==> src/rtl/pcga_pkg.sv <==
// Shared types and constants for the producer/consumer grant arbiter.
// No dependencies; the interfaces, the top level and pcga_ctrl import this package.
package pcga_pkg;

    localparam int QUEUE_DEPTH_DEF = 16;
    localparam int ID_W            = 8;

    localparam logic [ID_W-1:0] PRODUCER_ID_MAX_RST = 8'd2;

    localparam logic OP_REQUEST = 1'b0;
    localparam logic OP_RELEASE = 1'b1;

    localparam logic QSEL_PROD = 1'b0;
    localparam logic QSEL_CONS = 1'b1;

    typedef struct packed {
        logic            grant_valid;
        logic [ID_W-1:0] grant_id;
        logic            queue_full;
        logic            not_found;
    } t_result;

endpackage

==> src/rtl/pcga_in_if.sv <==
// Valid/ready channel that carries one request or release word.
// Depends on pcga_pkg for the id width.
interface pcga_in_if import pcga_pkg::*; ();
    logic            valid;
    logic            ready;
    logic            opcode;
    logic [ID_W-1:0] requester_id;
    logic            slot_count;

    modport source (output valid, opcode, requester_id, slot_count, input ready);
    modport sink   (input valid, opcode, requester_id, slot_count, output ready);
endinterface

==> src/rtl/pcga_out_if.sv <==
// Valid/ready channel that carries one result word.
// Depends on pcga_pkg for the id width.
interface pcga_out_if import pcga_pkg::*; ();
    logic            valid;
    logic            ready;
    logic            grant_valid;
    logic [ID_W-1:0] grant_id;
    logic            queue_full;
    logic            not_found;

    modport source (output valid, grant_valid, grant_id, queue_full, not_found,
                    input ready);
    modport sink   (input valid, grant_valid, grant_id, queue_full, not_found,
                    output ready);
endinterface

==> src/rtl/pcga_cfg_if.sv <==
// Valid/ready write channel for the producer id limit register.
// Depends on pcga_pkg for the id width.
interface pcga_cfg_if import pcga_pkg::*; ();
    logic            valid;
    logic            ready;
    logic [ID_W-1:0] data;

    modport source (output valid, data, input ready);
    modport sink   (input valid, data, output ready);
endinterface

==> src/rtl/producer_consumer_grant_arbiter.sv <==
// Producer/consumer grant arbiter: two id queues in one RAM, a sequencer, output register.
// A request is written to the tail of its queue and then finishes; a release searches its
// queue entry by entry (a RAM read and a compare), shifts the later entries down when the
// id is found (a read and a write each) and then reads a queue head for the grant.
// One word is in work at a time; the next word can be taken in the cycle after a result
// is loaded, even while it waits. Reset clears counts and output valid, limit becomes 2.
module producer_consumer_grant_arbiter import pcga_pkg::*; #(
    parameter int QUEUE_DEPTH = QUEUE_DEPTH_DEF
) (
    input  logic        i_clk,
    input  logic        i_rst_n,
    pcga_in_if.sink     i_req,
    pcga_cfg_if.sink    i_cfg,
    pcga_out_if.source  o_res
);

    localparam int IW = $clog2(QUEUE_DEPTH);
    localparam int AW = IW + 1;

    logic [ID_W-1:0] r_pid_max;
    logic            r_out_valid;
    t_result         r_out;

    logic            w_busy;
    logic            w_accept;
    logic            w_out_free;
    logic            w_done;
    t_result         w_result;
    logic            w_we;
    logic [AW-1:0]   w_waddr;
    logic [ID_W-1:0] w_wdata;
    logic [AW-1:0]   w_raddr;
    logic [ID_W-1:0] w_rdata;

    assign i_req.ready = !w_busy;
    assign w_accept    = i_req.valid && !w_busy;
    assign i_cfg.ready = 1'b1;
    assign w_out_free  = !r_out_valid || o_res.ready;

    always_ff @(posedge i_clk) begin
        if (!i_rst_n) begin
            r_pid_max   <= PRODUCER_ID_MAX_RST;
            r_out_valid <= 1'b0;
        end else begin
            if (i_cfg.valid) begin
                r_pid_max <= i_cfg.data;
            end
            if (w_done) begin
                r_out_valid <= 1'b1;
            end else if (o_res.ready) begin
                r_out_valid <= 1'b0;
            end
        end
        if (w_done) begin
            r_out <= w_result;
        end
    end

    pcga_ram #(
        .WIDTH (ID_W),
        .DEPTH (2 * (2 ** IW))
    ) u_ram (
        .i_clk   (i_clk),
        .i_we    (w_we),
        .i_waddr (w_waddr),
        .i_wdata (w_wdata),
        .i_raddr (w_raddr),
        .o_rdata (w_rdata)
    );

    pcga_ctrl #(
        .QUEUE_DEPTH (QUEUE_DEPTH)
    ) u_ctrl (
        .i_clk      (i_clk),
        .i_rst_n    (i_rst_n),
        .i_start    (w_accept),
        .i_opcode   (i_req.opcode),
        .i_id       (i_req.requester_id),
        .i_slot     (i_req.slot_count),
        .i_is_prod  (i_req.requester_id <= r_pid_max),
        .i_out_free (w_out_free),
        .i_rdata    (w_rdata),
        .o_busy     (w_busy),
        .o_we       (w_we),
        .o_waddr    (w_waddr),
        .o_wdata    (w_wdata),
        .o_raddr    (w_raddr),
        .o_done     (w_done),
        .o_result   (w_result)
    );

    assign o_res.valid       = r_out_valid;
    assign o_res.grant_valid = r_out.grant_valid;
    assign o_res.grant_id    = r_out.grant_id;
    assign o_res.queue_full  = r_out.queue_full;
    assign o_res.not_found   = r_out.not_found;

    a_no_full_and_missing: assert property (@(posedge i_clk) disable iff (!i_rst_n)
        o_res.valid |-> !(o_res.queue_full && o_res.not_found))
        else $error("Result flags both a full queue and a missing id.");

    a_zero_id_without_grant: assert property (@(posedge i_clk) disable iff (!i_rst_n)
        (o_res.valid && !o_res.grant_valid) |-> (o_res.grant_id == '0))
        else $error("Result carries an id without a grant.");

    a_done_only_when_free: assert property (@(posedge i_clk) disable iff (!i_rst_n)
        w_done |-> w_out_free)
        else $error("Result finished while the output register was still held.");

    a_busy_from_accept: assert property (@(posedge i_clk) disable iff (!i_rst_n)
        (!w_busy && !w_accept) |=> !w_busy)
        else $error("Sequencer left idle without an accepted word.");

endmodule

==> src/rtl/pcga_ram.sv <==
// Generic simple dual-port RAM: one write port, one read port, registered read.
// No dependencies.
module pcga_ram #(
    parameter int WIDTH = 8,
    parameter int DEPTH = 32
) (
    input  logic                     i_clk,
    input  logic                     i_we,
    input  logic [$clog2(DEPTH)-1:0] i_waddr,
    input  logic [WIDTH-1:0]         i_wdata,
    input  logic [$clog2(DEPTH)-1:0] i_raddr,
    output logic [WIDTH-1:0]         o_rdata
);

    logic [WIDTH-1:0] r_mem [DEPTH];
    logic [WIDTH-1:0] r_rdata;

    always_ff @(posedge i_clk) begin
        if (i_we) begin
            r_mem[i_waddr] <= i_wdata;
        end
        r_rdata <= r_mem[i_raddr];
    end

    assign o_rdata = r_rdata;

endmodule

==> src/rtl/pcga_ctrl.sv <==
// Sequencer that appends, searches, shifts and reads the heads of both queues
// held in the shared RAM. Depends on pcga_pkg.
module pcga_ctrl import pcga_pkg::*; #(
    parameter int QUEUE_DEPTH = QUEUE_DEPTH_DEF,
    localparam int IW = $clog2(QUEUE_DEPTH),
    localparam int CW = $clog2(QUEUE_DEPTH + 1),
    localparam int AW = IW + 1
) (
    input  logic            i_clk,
    input  logic            i_rst_n,
    input  logic            i_start,
    input  logic            i_opcode,
    input  logic [ID_W-1:0] i_id,
    input  logic            i_slot,
    input  logic            i_is_prod,
    input  logic            i_out_free,
    input  logic [ID_W-1:0] i_rdata,
    output logic            o_busy,
    output logic            o_we,
    output logic [AW-1:0]   o_waddr,
    output logic [ID_W-1:0] o_wdata,
    output logic [AW-1:0]   o_raddr,
    output logic            o_done,
    output t_result         o_result
);

    localparam logic [2:0] S_IDLE      = 3'd0;
    localparam logic [2:0] S_SRCH_RD   = 3'd1;
    localparam logic [2:0] S_SRCH_CMP  = 3'd2;
    localparam logic [2:0] S_SH_RD     = 3'd3;
    localparam logic [2:0] S_SH_WR     = 3'd4;
    localparam logic [2:0] S_HEAD_RD   = 3'd5;
    localparam logic [2:0] S_HEAD_WAIT = 3'd6;
    localparam logic [2:0] S_DONE      = 3'd7;

    logic [2:0]      r_state, n_state;
    logic [CW-1:0]   r_pcnt, n_pcnt;
    logic [CW-1:0]   r_ccnt, n_ccnt;
    logic [IW-1:0]   r_idx, n_idx;
    logic            r_cls, n_cls;
    logic            r_slot, n_slot;
    logic [ID_W-1:0] r_id, n_id;
    t_result         r_res, n_res;

    logic            w_in_cls;
    logic [CW-1:0]   w_in_cnt;
    logic [CW-1:0]   w_own_cnt;
    logic [CW-1:0]   w_idx_next;
    logic            w_head_q;
    logic [CW-1:0]   w_head_cnt;

    assign w_in_cls   = i_is_prod ? QSEL_PROD : QSEL_CONS;
    assign w_in_cnt   = i_is_prod ? r_pcnt : r_ccnt;
    assign w_own_cnt  = (r_cls == QSEL_PROD) ? r_pcnt : r_ccnt;
    assign w_idx_next = CW'(r_idx) + CW'(1);
    assign w_head_q   = (r_cls == QSEL_PROD) ? QSEL_CONS :
                        (r_slot ? QSEL_CONS : QSEL_PROD);
    assign w_head_cnt = (w_head_q == QSEL_PROD) ? r_pcnt : r_ccnt;

    always_comb begin
        n_state = r_state;
        n_pcnt  = r_pcnt;
        n_ccnt  = r_ccnt;
        n_idx   = r_idx;
        n_cls   = r_cls;
        n_slot  = r_slot;
        n_id    = r_id;
        n_res   = r_res;
        o_we    = 1'b0;
        o_waddr = {r_cls, r_idx};
        o_wdata = i_rdata;
        o_raddr = {r_cls, r_idx};
        o_done  = 1'b0;

        unique case (r_state)
            S_IDLE: begin
                if (i_start) begin
                    n_cls  = w_in_cls;
                    n_slot = i_slot;
                    n_id   = i_id;
                    n_idx  = '0;
                    n_res  = '0;
                    if (i_opcode == OP_REQUEST) begin
                        if (w_in_cnt < CW'(QUEUE_DEPTH)) begin
                            o_we    = 1'b1;
                            o_waddr = {w_in_cls, w_in_cnt[IW-1:0]};
                            o_wdata = i_id;
                            if (i_is_prod) begin
                                n_pcnt = r_pcnt + CW'(1);
                            end else begin
                                n_ccnt = r_ccnt + CW'(1);
                            end
                        end else begin
                            n_res.queue_full = 1'b1;
                        end
                        if (i_is_prod ? !i_slot : i_slot) begin
                            n_res.grant_valid = 1'b1;
                            n_res.grant_id    = i_id;
                        end
                        n_state = S_DONE;
                    end else if (w_in_cnt == '0) begin
                        n_res.not_found = 1'b1;
                        n_state         = S_HEAD_RD;
                    end else begin
                        n_state = S_SRCH_RD;
                    end
                end
            end
            S_SRCH_RD: begin
                o_raddr = {r_cls, r_idx};
                n_state = S_SRCH_CMP;
            end
            S_SRCH_CMP: begin
                if (i_rdata == r_id) begin
                    n_state = S_SH_RD;
                end else if (w_idx_next == w_own_cnt) begin
                    n_res.not_found = 1'b1;
                    n_state         = S_HEAD_RD;
                end else begin
                    n_idx   = r_idx + IW'(1);
                    n_state = S_SRCH_RD;
                end
            end
            S_SH_RD: begin
                if (w_idx_next < w_own_cnt) begin
                    o_raddr = {r_cls, r_idx + IW'(1)};
                    n_state = S_SH_WR;
                end else begin
                    if (r_cls == QSEL_PROD) begin
                        n_pcnt = r_pcnt - CW'(1);
                    end else begin
                        n_ccnt = r_ccnt - CW'(1);
                    end
                    n_state = S_HEAD_RD;
                end
            end
            S_SH_WR: begin
                o_we    = 1'b1;
                o_waddr = {r_cls, r_idx};
                o_wdata = i_rdata;
                n_idx   = r_idx + IW'(1);
                n_state = S_SH_RD;
            end
            S_HEAD_RD: begin
                o_raddr = {w_head_q, {IW{1'b0}}};
                if (w_head_cnt != '0) begin
                    n_state = S_HEAD_WAIT;
                end else begin
                    n_state = S_DONE;
                end
            end
            S_HEAD_WAIT: begin
                n_res.grant_valid = 1'b1;
                n_res.grant_id    = i_rdata;
                n_state           = S_DONE;
            end
            S_DONE: begin
                if (i_out_free) begin
                    o_done  = 1'b1;
                    n_state = S_IDLE;
                end
            end
            default: begin
                n_state = S_IDLE;
            end
        endcase
    end

    always_ff @(posedge i_clk) begin
        if (!i_rst_n) begin
            r_state <= S_IDLE;
            r_pcnt  <= '0;
            r_ccnt  <= '0;
        end else begin
            r_state <= n_state;
            r_pcnt  <= n_pcnt;
            r_ccnt  <= n_ccnt;
        end
        r_idx  <= n_idx;
        r_cls  <= n_cls;
        r_slot <= n_slot;
        r_id   <= n_id;
        r_res  <= n_res;
    end

    assign o_busy   = (r_state != S_IDLE);
    assign o_result = r_res;

endmodule
==> src/flat_wrapper.sv <==
// flat-port wrapper written by rule: the top's interface ports become plain ports
module producer_consumer_grant_arbiter_flat import pcga_pkg::*;
#(
    parameter int QUEUE_DEPTH = QUEUE_DEPTH_DEF
)
  (i_clk, i_rst_n, i_req_valid, i_req_opcode, i_req_requester_id, i_req_slot_count, i_req_ready, i_cfg_valid, i_cfg_data, i_cfg_ready, o_res_valid, o_res_grant_valid, o_res_grant_id, o_res_queue_full, o_res_not_found, o_res_ready);
  pcga_in_if i_req_i ();
  pcga_cfg_if i_cfg_i ();
  pcga_out_if o_res_i ();
  input  logic i_clk;
  input  logic i_rst_n;
  input wire logic [$bits(i_req_i.valid)-1:0] i_req_valid;
  input wire logic [$bits(i_req_i.opcode)-1:0] i_req_opcode;
  input wire logic [$bits(i_req_i.requester_id)-1:0] i_req_requester_id;
  input wire logic [$bits(i_req_i.slot_count)-1:0] i_req_slot_count;
  output wire logic [$bits(i_req_i.ready)-1:0] i_req_ready;
  input wire logic [$bits(i_cfg_i.valid)-1:0] i_cfg_valid;
  input wire logic [$bits(i_cfg_i.data)-1:0] i_cfg_data;
  output wire logic [$bits(i_cfg_i.ready)-1:0] i_cfg_ready;
  output wire logic [$bits(o_res_i.valid)-1:0] o_res_valid;
  output wire logic [$bits(o_res_i.grant_valid)-1:0] o_res_grant_valid;
  output wire logic [$bits(o_res_i.grant_id)-1:0] o_res_grant_id;
  output wire logic [$bits(o_res_i.queue_full)-1:0] o_res_queue_full;
  output wire logic [$bits(o_res_i.not_found)-1:0] o_res_not_found;
  input wire logic [$bits(o_res_i.ready)-1:0] o_res_ready;
  assign i_req_i.valid = i_req_valid;
  assign i_req_i.opcode = i_req_opcode;
  assign i_req_i.requester_id = i_req_requester_id;
  assign i_req_i.slot_count = i_req_slot_count;
  assign i_req_ready = i_req_i.ready;
  assign i_cfg_i.valid = i_cfg_valid;
  assign i_cfg_i.data = i_cfg_data;
  assign i_cfg_ready = i_cfg_i.ready;
  assign o_res_valid = o_res_i.valid;
  assign o_res_grant_valid = o_res_i.grant_valid;
  assign o_res_grant_id = o_res_i.grant_id;
  assign o_res_queue_full = o_res_i.queue_full;
  assign o_res_not_found = o_res_i.not_found;
  assign o_res_i.ready = o_res_ready;
  producer_consumer_grant_arbiter #(.QUEUE_DEPTH(QUEUE_DEPTH)) u_core (.i_clk(i_clk), .i_rst_n(i_rst_n), .i_req(i_req_i), .i_cfg(i_cfg_i), .o_res(o_res_i));
endmodule
==> config.mk <==
export PLATFORM = sky130hd
export DESIGN_NAME = producer_consumer_grant_arbiter_flat
export DESIGN_NICKNAME = d
export VERILOG_FILES = /design/src/rtl/pcga_pkg.sv /design/src/rtl/pcga_in_if.sv /design/src/rtl/pcga_out_if.sv /design/src/rtl/pcga_cfg_if.sv /design/src/rtl/producer_consumer_grant_arbiter.sv /design/src/rtl/pcga_ram.sv /design/src/rtl/pcga_ctrl.sv /design/src/flat_wrapper.sv
export SDC_FILE = /design/constraint.sdc
export NUM_CORES = 1
export LEC_CHECK = 0
export BUFFER_PORTS_ARGS = -buffer_cell sky130_fd_sc_hd__buf_2
export CORE_MARGIN = 2
export CORE_UTILIZATION = 30
export CTS_BUF_LIST = sky130_fd_sc_hd__clkbuf_4
export CTS_CLUSTER_DIAMETER = 30
export CTS_CLUSTER_SIZE = 14
export DETAILED_ROUTE_END_ITERATION = 10
export GPL_TIMING_DRIVEN = 1
export MAX_ROUTING_LAYER = met4
export PLACE_DENSITY = 0.55
export SYNTH_ARGS = -nofsm -noshare
export SYNTH_HDL_FRONTEND = slang
export SYNTH_SLANG_ARGS = --single-unit
export TNS_END_PERCENT = 50
==> constraint.sdc <==
create_clock -name i_clk -period 4.25 [get_ports i_clk]
set_input_delay 0.2125 -clock i_clk [delete_from_list [all_inputs] [get_ports i_clk]]
set_output_delay 0.2125 -clock i_clk [all_outputs]
set_load 0.05 [all_outputs]
==> impl_metrics.json, run 1 <==
{
  "ys_ff_latch": 322,
  "cts-root-buf": "clkbuf_4",
  "r2r_slack_ps": 290,
  "grt_pass1_vias": 9396,
  "criticalPathCategory": "reg2reg",
  "fin_tns_setup_ps": 0,
  "slowest_stage": "edfxtp_1",
  "cp-start-kind": "register",
  "status": "completed",
  "hold_path_end": "u_core.u_ctrl.r_id[0]",
  "syn_area_um2": 14000,
  "synth_cells": 1115,
  "fp.dieArea_um2": 48400,
  "drv_cap": 0,
  "clk_latency_ps": 730,
  "powerDensity_nw_per_um2": 703,
  "ir_drop_mv": 0.517,
  "swShare": 0.395,
  "crit_buf_inv": 2,
  "yosysSeqAreaShare": 0.669,
  "post-place-cells": 1764,
  "start_util": 0.302,
  "seqPwrFrac": 0.376,
  "ff2ff_path_depth": 13,
  "yosys_warnings": 0,
  "n_antenna_cell": 0,
  "cts_sinks": 322,
  "antenna_left": 0,
  "rr_startpoint": "u_core.u_ctrl.r_idx[2]",
  "max-clock-path-buffers": 3,
  "finalCritPeriodShare": 0.932,
  "power.switching_w": 0.00464,
  "fmax_mhz": 253,
  "pwr-share-comb": 0.379,
  "ios": 37,
  "mostFrequentLayoutCells": "292 x edfxtp_1, 195 x nand2_1, 82 x clkbuf_4, 80 x nand3_1, 71 x buf_4",
  "dr.pass1.iters": 5,
  "postSynthAreaPerCell_um2": 12.6,
  "rr_endpoint": "u_core.u_ram.o_rdata[7]",
  "first_iter_violations": 879,
  "layout_min_cycle_time_ps": 3960,
  "arrival_ps": 4570,
  "path_cells": "nand3_1 > xnor2_1 > inv_1 > ha_1 > and3_1 > o21a_1 > o31a_1 > buf_4 > o21ai_0 > o211a_1 > a311oi_1 > o2bb2a_1 > nand3_1",
  "async_flop_share": 0,
  "antenna_found_initial": 0,
  "vias": 9764,
  "portBuffers": 35,
  "setup_violations": 0,
  "critPathCaptureType": "register",
  "fin_skew_ps": 50.5,
  "hold_viol_final": 0,
  "place_hpwl_um": 23800,
  "core.rowCount": 79,
  "worstHoldPathCells": 2,
  "path_max_fanout": 28,
  "drive_above_1_share": 0.202,
  "die_y_um": 220,
  "area_growth_pct": 19.1,
  "htreeDepth": 3,
  "core_area_um2": 46400,
  "hp-start": "i_req_requester_id[0]",
  "rsz0062_at_grt": "no",
  "relSlewSlack": 0.294,
  "die_w_um": 220,
  "nets": 1309,
  "clk_pin_slew_ps": 80,
  "cts_made_buffers": 69,
  "hold_class": "in2reg",
  "cp.required_ps": 4860,
  "cts_tree": "done",
  "slowest_delay_ps": 560,
  "crit_top_cell": "nand3_1",
  "ys.flop_type": "edfxtp_1",
  "track_usage": 0.160,
  "tightestPinTransition_ps": 1060,
  "grt_pass1_wl_um": 57000,
  "p_leak_nw": 5.98,
  "drc": 0,
  "slew_viol_final": 0,
  "overflow": 0,
  "power.internal_w": 0.00710,
  "grt_max_degree": 94,
  "p_total_w": 0.0117,
  "critPathTopFamily": "compound AO/OA/AOI/OAI gates",
  "final_common_cell": "edfxtp_1",
  "clkPwrFrac": 0.245,
  "wire_per_inst_um": 19.6,
  "via_per_inst": 5.06,
  "globalplace.congestion": 0.830,
  "syn_nets": 1160,
  "drt-total-wl_um": 37800,
  "fin_cells": 1928,
  "yosysUniqueCellTypes": 73,
  "synth_edf_count": 292
}
-- power by group through the flow --
stage | logic (W) | clock network [W] | registers, W
after floorplan | 0.00275 | 0 | 0.00438
after CTS | 0.00438 | 0.00293 | 0.00441
after global placement | 0.00429 | 0 | 0.00447
final | 0.00445 | 0.00288 | 0.00441
after global routing | 0.00482 | 0.00309 | 0.00443
after detailed placement | 0.00434 | 0 | 0.00448
-- per-layer routing --
layer  routed length [µm]  track usage
met1                17500        0.219
met2                17200        0.241
met3                 2320       0.0300
met4                  800       0.0445
met5                    0            -
-- state kept, by name (all words and copies together) (netlist names), 3 cells and up --
| signal | cells |
|---|---|
| u_core.u_ctrl.r_pcnt | 5 |
| u_core.u_ram.o_rdata | 8 |
| u_core.r_pid_max | 8 |
| u_core.u_ctrl.r_ccnt | 5 |
| u_core.u_ctrl.r_id | 8 |
| u_core.u_ctrl.r_idx | 4 |
| u_core.u_ctrl.o_result | 11 |
| u_core.u_ram.r_mem | 256 |
| u_core.o_res.grant_id | 8 |
| u_core.u_ctrl.r_state | 3 |
-- how the worst max path moves through the flow --
stage / from / endpoint / slack, ps / depth (start not counted)
2_1_floorplan: u_core.u_ctrl.r_state[2] / u_core.u_ram.r_mem[0][0] / 590 / 8
6_report: u_core.u_ctrl.r_idx[2] / u_core.u_ram.o_rdata[7] / 290 / 13
5_1_grt: u_core.r_pid_max[1] / u_core.u_ram.r_mem[1][1] / 30 / 11
3_5_place_dp: u_core.u_ctrl.r_idx[0] / u_core.u_ram.o_rdata[3] / 240 / 14
3_3_place_gp: u_core.u_ctrl.r_idx[0] / u_core.u_ram.o_rdata[7] / 270 / 14
4_1_cts: u_core.u_ctrl.r_idx[0] / u_core.u_ram.o_rdata[3] / 220 / 14
-- cells in the mapped netlist, drive strengths merged (2+ instances only) --
cell type  instances  share of area
xnor2             19          0.012
a31oi             11         0.0049
o31ai              4         0.0025
dfxtp             30          0.043
inv               27         0.0072
a21oi             27         0.0096
nor2b              4         0.0018
fa                 2         0.0029
or2                9         0.0040
nor2              61          0.016
nand3             81          0.029
a32oi             16          0.010
nor4               2         0.0013
mux2i             37          0.026
nor3              26          0.010
a21o               6         0.0032
o21a               2         0.0011
nand2b             7         0.0031
nand4             25          0.011
o211a              7         0.0050
clkbuf            29         0.0078
o2bb2a             7         0.0051
o211ai            23          0.012
a211oi             5         0.0034
edfxtp           292           0.63
a311oi             7         0.0044
o21ai             40          0.015
or4                3         0.0019
mux2               8         0.0064
or3                5         0.0022
nand2            196          0.053
ha                20          0.018
o22a               7         0.0044
a22o               9         0.0056
a31o               7         0.0044
and2               2        0.00089
a21boi             3         0.0016
buf               32          0.013
-- what timing repair did --
| item | in CTS | in global routing |
|---|---|---|
| setup buffers | 0 | 5 |
| resized for setup | 0 | 0 |
| hold endpoints to repair | 33 | 0 |
| hold buffers | 30 | 0 |
| setup endpoints to repair | 0 | 5 |
-- through the flow --
step / cell area [µm²] / util / worst slack (ps) / hold WS, ps
after floorplan: 14000 / - / 594 / 311
after global placement: 15200 / 0.329 / 269 / 402
after detailed placement: 15200 / 0.329 / 236 / 405
after CTS: 16600 / 0.359 / 219 / 220
after global routing: 16700 / 0.360 / 27.1 / 246
final: 16700 / 0.360 / 290 / 274
-- area by class of cell --
type                            instances  area (µm²)
Clock buffer                           82         616
Inverter                               27         101
Sequential cell                       322        9370
Multi-Input combinational cell        706        4300
Tap cell                              607         759
Clock inverter                         46         490
Timing Repair Buffer                  138        1050
Fill cell                            4485       29700
-- cell families after synthesis --
kind of cell | Yosys count | synth area share
flops | 322 | 0.669
mux | 45 | 0.0329
xor+xnor | 20 | 0.0125
fa+ha+maj | 22 | 0.0207
simple gates | 427 | 0.139
buf+inv | 88 | 0.0279
compound gates | 190 | 0.0983
other cells | 1 | 0.000268
(Power assumes the default switching activity.)
==> inputs of run 2 (changes only) <==
- CAP_MARGIN: default -> 20
- GPL_TIMING_DRIVEN: 1 -> 0
==> impl_metrics.json, run 2 (synthesis gave the netlist of run 1 again) <==
{
  "htreeDepth": 3,
  "cts_tree": "done",
  "tightestPinTransition_ps": 1030,
  "arrival_ps": 4400,
  "power.switching_w": 0.00477,
  "worst_slack_ps": 170,
  "max-clock-path-buffers": 3,
  "fmax_mhz": 245,
  "status": "completed",
  "first_iter_violations": 835,
  "seqPwrFrac": 0.357,
  "antenna_found_initial": 1,
  "grt_pass1_wl_um": 57500,
  "path_max_fanout": 9,
  "core_area_um2": 46400,
  "ios": 37,
  "slowest_delay_ps": 670,
  "hold_class": "in2reg",
  "globalplace.congestion": 0.820,
  "nets": 1311,
  "clkPwrFrac": 0.262,
  "drv_cap": 0,
  "fin_skew_ps": 44.3,
  "slew_viol_final": 0,
  "slowest_stage": "mux2i_2",
  "antenna_left": 0,
  "powerDensity_nw_per_um2": 727,
  "via_per_inst": 5.00,
  "path_cells": "inv_1 > ha_1 > nor2b_1 > o211ai_1 > a21oi_1 > o21bai_2 > inv_2 > o21ai_2 > mux2i_2 > nand3_2 > nor2_2",
  "criticalPathCategory": "reg2reg",
  "cts-root-buf": "clkbuf_4",
  "hold_viol_final": 0,
  "cts_sinks": 322,
  "die_y_um": 220,
  "relSlewSlack": 0.310,
  "fin_cells": 1934,
  "fin_tns_setup_ps": 0,
  "overflow": 0,
  "place_hpwl_um": 25900,
  "power.internal_w": 0.00745,
  "start_util": 0.302,
  "setup_violations": 0,
  "ir_drop_mv": 0.277,
  "drt-total-wl_um": 38100,
  "core.rowCount": 79,
  "drc": 0,
  "finalCritPeriodShare": 0.960,
  "layout_min_cycle_time_ps": 4080,
  "top_register": "u_core.u_ram.r_mem",
  "drive_above_1_share": 0.219,
  "rsz0062_at_grt": "yes",
  "p_leak_nw": 5.95,
  "cts_made_buffers": 76,
  "utilization": 0.362,
  "dp_slack_ps": -355,
  "track_usage": 0.163,
  "die_w_um": 220,
  "final_common_cell": "edfxtp_1",
  "post-place-cells": 1767,
  "largest_register_ffs": 256,
  "swShare": 0.390,
  "clk_pin_slew_ps": 80,
  "mostFrequentLayoutCells": "292 x edfxtp_1, 193 x nand2_1, 92 x clkbuf_4, 78 x nand3_1, 61 x buf_2",
  "clk_latency_ps": 720,
  "dr.pass1.iters": 5,
  "wire_per_inst_um": 19.7,
  "vias": 9662,
  "cp.required_ps": 4570,
  "grt_pass1_vias": 9578,
  "area_growth_pct": 19.9,
  "grt_max_degree": 33,
  "portBuffers": 34,
  "critPathCaptureType": "register",
  "pwr-share-comb": 0.380,
  "cp-start-kind": "register",
  "fp.dieArea_um2": 48400
}
## run 2: worst paths after layout
| kind | startpoint | end | slack, ps | cells past startpoint |
|---|---|---|---|---|
| max | u_core.r_pid_max[1] | u_core.u_ram.r_mem[3][6] | 170 | 11 |
| min | i_cfg_valid | u_core.r_pid_max[4] | 50 | 3 |
| max reg2reg | u_core.r_pid_max[1] | u_core.u_ram.r_mem[3][6] | 170 | 11 |
| min reg2reg | u_core.u_ctrl.o_result[0] | u_core.o_res.not_found | 400 | 0 |
## run 2: routing by layer
metal	up-vias	part of all wire	track usage
met2	335	0.48	0.262
met4	0	0.022	0.0528
met1	4733	0.43	0.201
met5	-	0	-
met3	61	0.069	0.0406
li1	4533	-	-
## run 2: area by class of cell
type	instances	area, µm²
fill	4512	29600
sequential	322	9370
multi-input combinational	705	4410
tap	607	759
clock buffer	89	668
timing repair buffer	75	608
clock inverter	49	584
buffer	59	305
inverter	27	101
antenna	1	2.50
## run 2: worst max-delay path: cells and delay by family, from the launching register on
| kind | cells | cell delay [ps] |
|---|---|---|
| compound gates | 4 | 990 |
| fa+ha+maj | 1 | 280 |
| buf+inv | 2 | 250 |
| flops | 1 | 320 |
| mux | 1 | 670 |
| simple gates | 3 | 1180 |
## run 2: power groups by stage
stage                     Sequential, W  Clock [W]  Combinational, W
after global placement          0.00445          0           0.00430
after CTS                       0.00435    0.00327           0.00458
final                           0.00437    0.00321           0.00464
after floorplan                 0.00438          0           0.00275
after detailed placement        0.00441          0           0.00451
after global routing            0.00439    0.00343           0.00501
## run 2: what timing repair did
item | in CTS | in global routing
setup buffers | 0 | 3
endpoints found under the hold margin | 34 | 0
hold buffers | 25 | 0
pin swaps | 0 | 2
gates resized for setup | 20 | 40
setup endpoints to repair | 120 | 155
## run 2: per-stage QoR
stage | cell area, µm² | hold slack [ps] | power (W)
floorplan | 14000 | 311 | 0.00714
global placement | 14900 | 403 | 0.00874
detailed placement | 15100 | 405 | 0.00892
CTS | 16700 | 2.66 | 0.0122
global route | 16800 | 10.8 | 0.0128
finish | 16800 | 53.4 | 0.0122
==> inputs of run 3 (changes only) <==
- REMOVE_ABC_BUFFERS: default -> 1
==> impl_metrics.json, run 3 (synthesis gave the netlist of run 1 again) <==
{
  "drc": 0,
  "largest_register_ffs": 256,
  "die_y_um": 220,
  "fp.dieArea_um2": 48400,
  "track_usage": 0.152,
  "cp.required_ps": 4830,
  "drv_cap": 0,
  "path_cells": "nand3_1 > xnor2_1 > inv_1 > ha_1 > and3_1 > o21ai_0 > nand3_2 > a211oi_2 > or2_2 > a311oi_1 > o2bb2a_1 > nand3_1",
  "power.internal_w": 0.00716,
  "globalplace.congestion": 0.813,
  "status": "completed",
  "slew_viol_final": 0,
  "fin_tns_setup_ps": 0,
  "arrival_ps": 4620,
  "core_area_um2": 46400,
  "ios": 37,
  "rr_endpoint": "u_core.u_ram.o_rdata[0]",
  "critPathCaptureType": "register",
  "cp-start-kind": "register",
  "drt-total-wl_um": 35700,
  "pwr-share-comb": 0.394,
  "power.switching_w": 0.00463,
  "rsz0062_at_grt": "yes",
  "core.rowCount": 79,
  "htreeDepth": 2,
  "nets": 1263,
  "dr.max_layer_used": "met4",
  "via_per_inst": 5.01,
  "top_register": "u_core.u_ram.r_mem",
  "area_growth_pct": 19.8,
  "crit_top_cell": "nand3_1",
  "cts-root-buf": "clkbuf_4",
  "start_util": 0.302,
  "wire_per_inst_um": 19.0,
  "rr_startpoint": "u_core.u_ctrl.r_idx[2]",
  "portBuffers": 35,
  "tightestPinTransition_ps": 988,
  "drive_above_1_share": 0.200,
  "seqPwrFrac": 0.372,
  "cts_made_buffers": 58,
  "critPathTopFamily": "compound AO/OA/AOI/OAI gates",
  "dr.pass1.iters": 5,
  "clk_latency_ps": 760,
  "clkPwrFrac": 0.234,
  "overflow": 0,
  "hold_class": "in2reg",
  "grt_max_degree": 66,
  "wl_met3_um": 1890,
  "fill_cells": 4461,
  "hold_path_end": "u_core.u_ctrl.r_slot",
  "powerDensity_nw_per_um2": 702,
  "antenna_found_initial": 0,
  "finalCritPeriodShare": 0.952,
  "die_w_um": 220,
  "wl_met2_um": 17500,
  "ir_drop_mv": 0.451,
  "max-clock-path-buffers": 3,
  "worstHoldPathCells": 2,
  "mostFrequentLayoutCells": "292 x edfxtp_1, 195 x nand2_1, 78 x nand3_1, 66 x clkbuf_4",
  "vias": 9398,
  "hp-start": "i_req_slot_count",
  "n_antenna_cell": 0,
  "fin_skew_ps": 57.8,
  "hold_viol_final": 0,
  "drt-met1-wl_um": 15400,
  "p_leak_nw": 5.85,
  "criticalPathCategory": "reg2reg",
  "antenna_left": 0,
  "grt_pass1_vias": 9332,
  "layout_min_cycle_time_ps": 4050,
  "relSlewSlack": 0.341,
  "slowest_delay_ps": 570,
  "first_iter_violations": 682,
  "final_common_cell": "edfxtp_1",
  "setup_violations": 0,
  "clk_pin_slew_ps": 100,
  "cts_sinks": 322,
  "path_max_fanout": 11,
  "fmax_mhz": 247,
  "place_hpwl_um": 22900,
  "swShare": 0.393,
  "p_total_w": 0.0118,
  "crit_buf_inv": 1,
  "grt_pass1_wl_um": 54700,
  "ff2ff_path_depth": 12,
  "slowest_stage": "edfxtp_1",
  "r2r_slack_ps": 200,
  "cts_tree": "done"
}
## run 3: through the flow
stage	worst slack, ps	area (µm²)	util	instances	hold WS, ps
after floorplan	-2440	13700	-	1054	311
after global routing	-48.0	16800	0.362	1874	210
after detailed placement	-656	15100	0.325	1720	405
after global placement	-6540	14700	0.316	1696	405
after CTS	-64.7	16500	0.357	1864	165
final	203	16800	0.362	1874	235
## run 3: per-layer routing
layer / global-route usage / vias up
met5: - / -
met1: 0.188 / 4598
li1: - / 4429
met4: 0.0423 / 0
met2: 0.256 / 297
met3: 0.0268 / 74
## run 3: worst reg2reg max path: cells and delay by family (launching register included)
| family | cells | cell delay [ps] |
|---|---|---|
| xor+xnor | 1 | 320 |
| flops | 1 | 570 |
| compound gates | 4 | 1360 |
| fa+ha+maj | 1 | 290 |
| simple gates | 5 | 1230 |
| buf+inv | 1 | 90 |
## run 3: area by class of cell
type | count | area [µm²] | share of cell area
sequential | 322 | 9370 | 0.558
multi-input combinational | 706 | 4530 | 0.270
timing repair buffer | 103 | 997 | 0.0594
tap | 607 | 759 | 0.0453
clock inverter | 45 | 544 | 0.0324
clock buffer | 64 | 480 | 0.0286
inverter | 27 | 101 | 0.00604
## run 3: how the worst max path moves through the flow
| stage | endpoint | cells past startpoint | startpoint | slack (ps) |
|---|---|---|---|---|
| after floorplan | u_core.u_ram.o_rdata[5] | 13 | u_core.u_ctrl.r_idx[0] | -2440 |
| after CTS | u_core.u_ram.r_mem[18][4] | 11 | u_core.r_pid_max[1] | -60 |
| after global routing | u_core.u_ram.r_mem[1][0] | 10 | u_core.r_pid_max[1] | -50 |
| final | u_core.u_ram.o_rdata[0] | 12 | u_core.u_ctrl.r_idx[2] | 200 |
| after detailed placement | u_core.u_ram.r_mem[31][4] | 11 | i_req_requester_id[1] | -660 |
| after global placement | u_core.u_ram.o_rdata[7] | 13 | u_core.u_ctrl.r_idx[0] | -6540 |
## run 3: what timing repair did
item | CTS | global route
pin swaps | 3 | 3
hold buffers | 30 | 0
gates resized for setup | 29 | 30
endpoints found under the setup margin | 155 | 212
buffers inserted | 4 | 6
cloned | 1 | 0
hold endpoints to repair | 33 | 0
## run 3: power by group through the flow
| stage | clock network [W] | logic [W] | registers [W] |
|---|---|---|---|
| 4_1_cts | 0.00282 | 0.00449 | 0.00440 |
| 6_report | 0.00276 | 0.00465 | 0.00438 |
| 5_1_grt | 0.00295 | 0.00505 | 0.00442 |
| 3_3_place_gp | 0 | 0.00403 | 0.00450 |
| 3_5_place_dp | 0 | 0.00436 | 0.00448 |
| 2_1_floorplan | 0 | 0.00260 | 0.00443 |
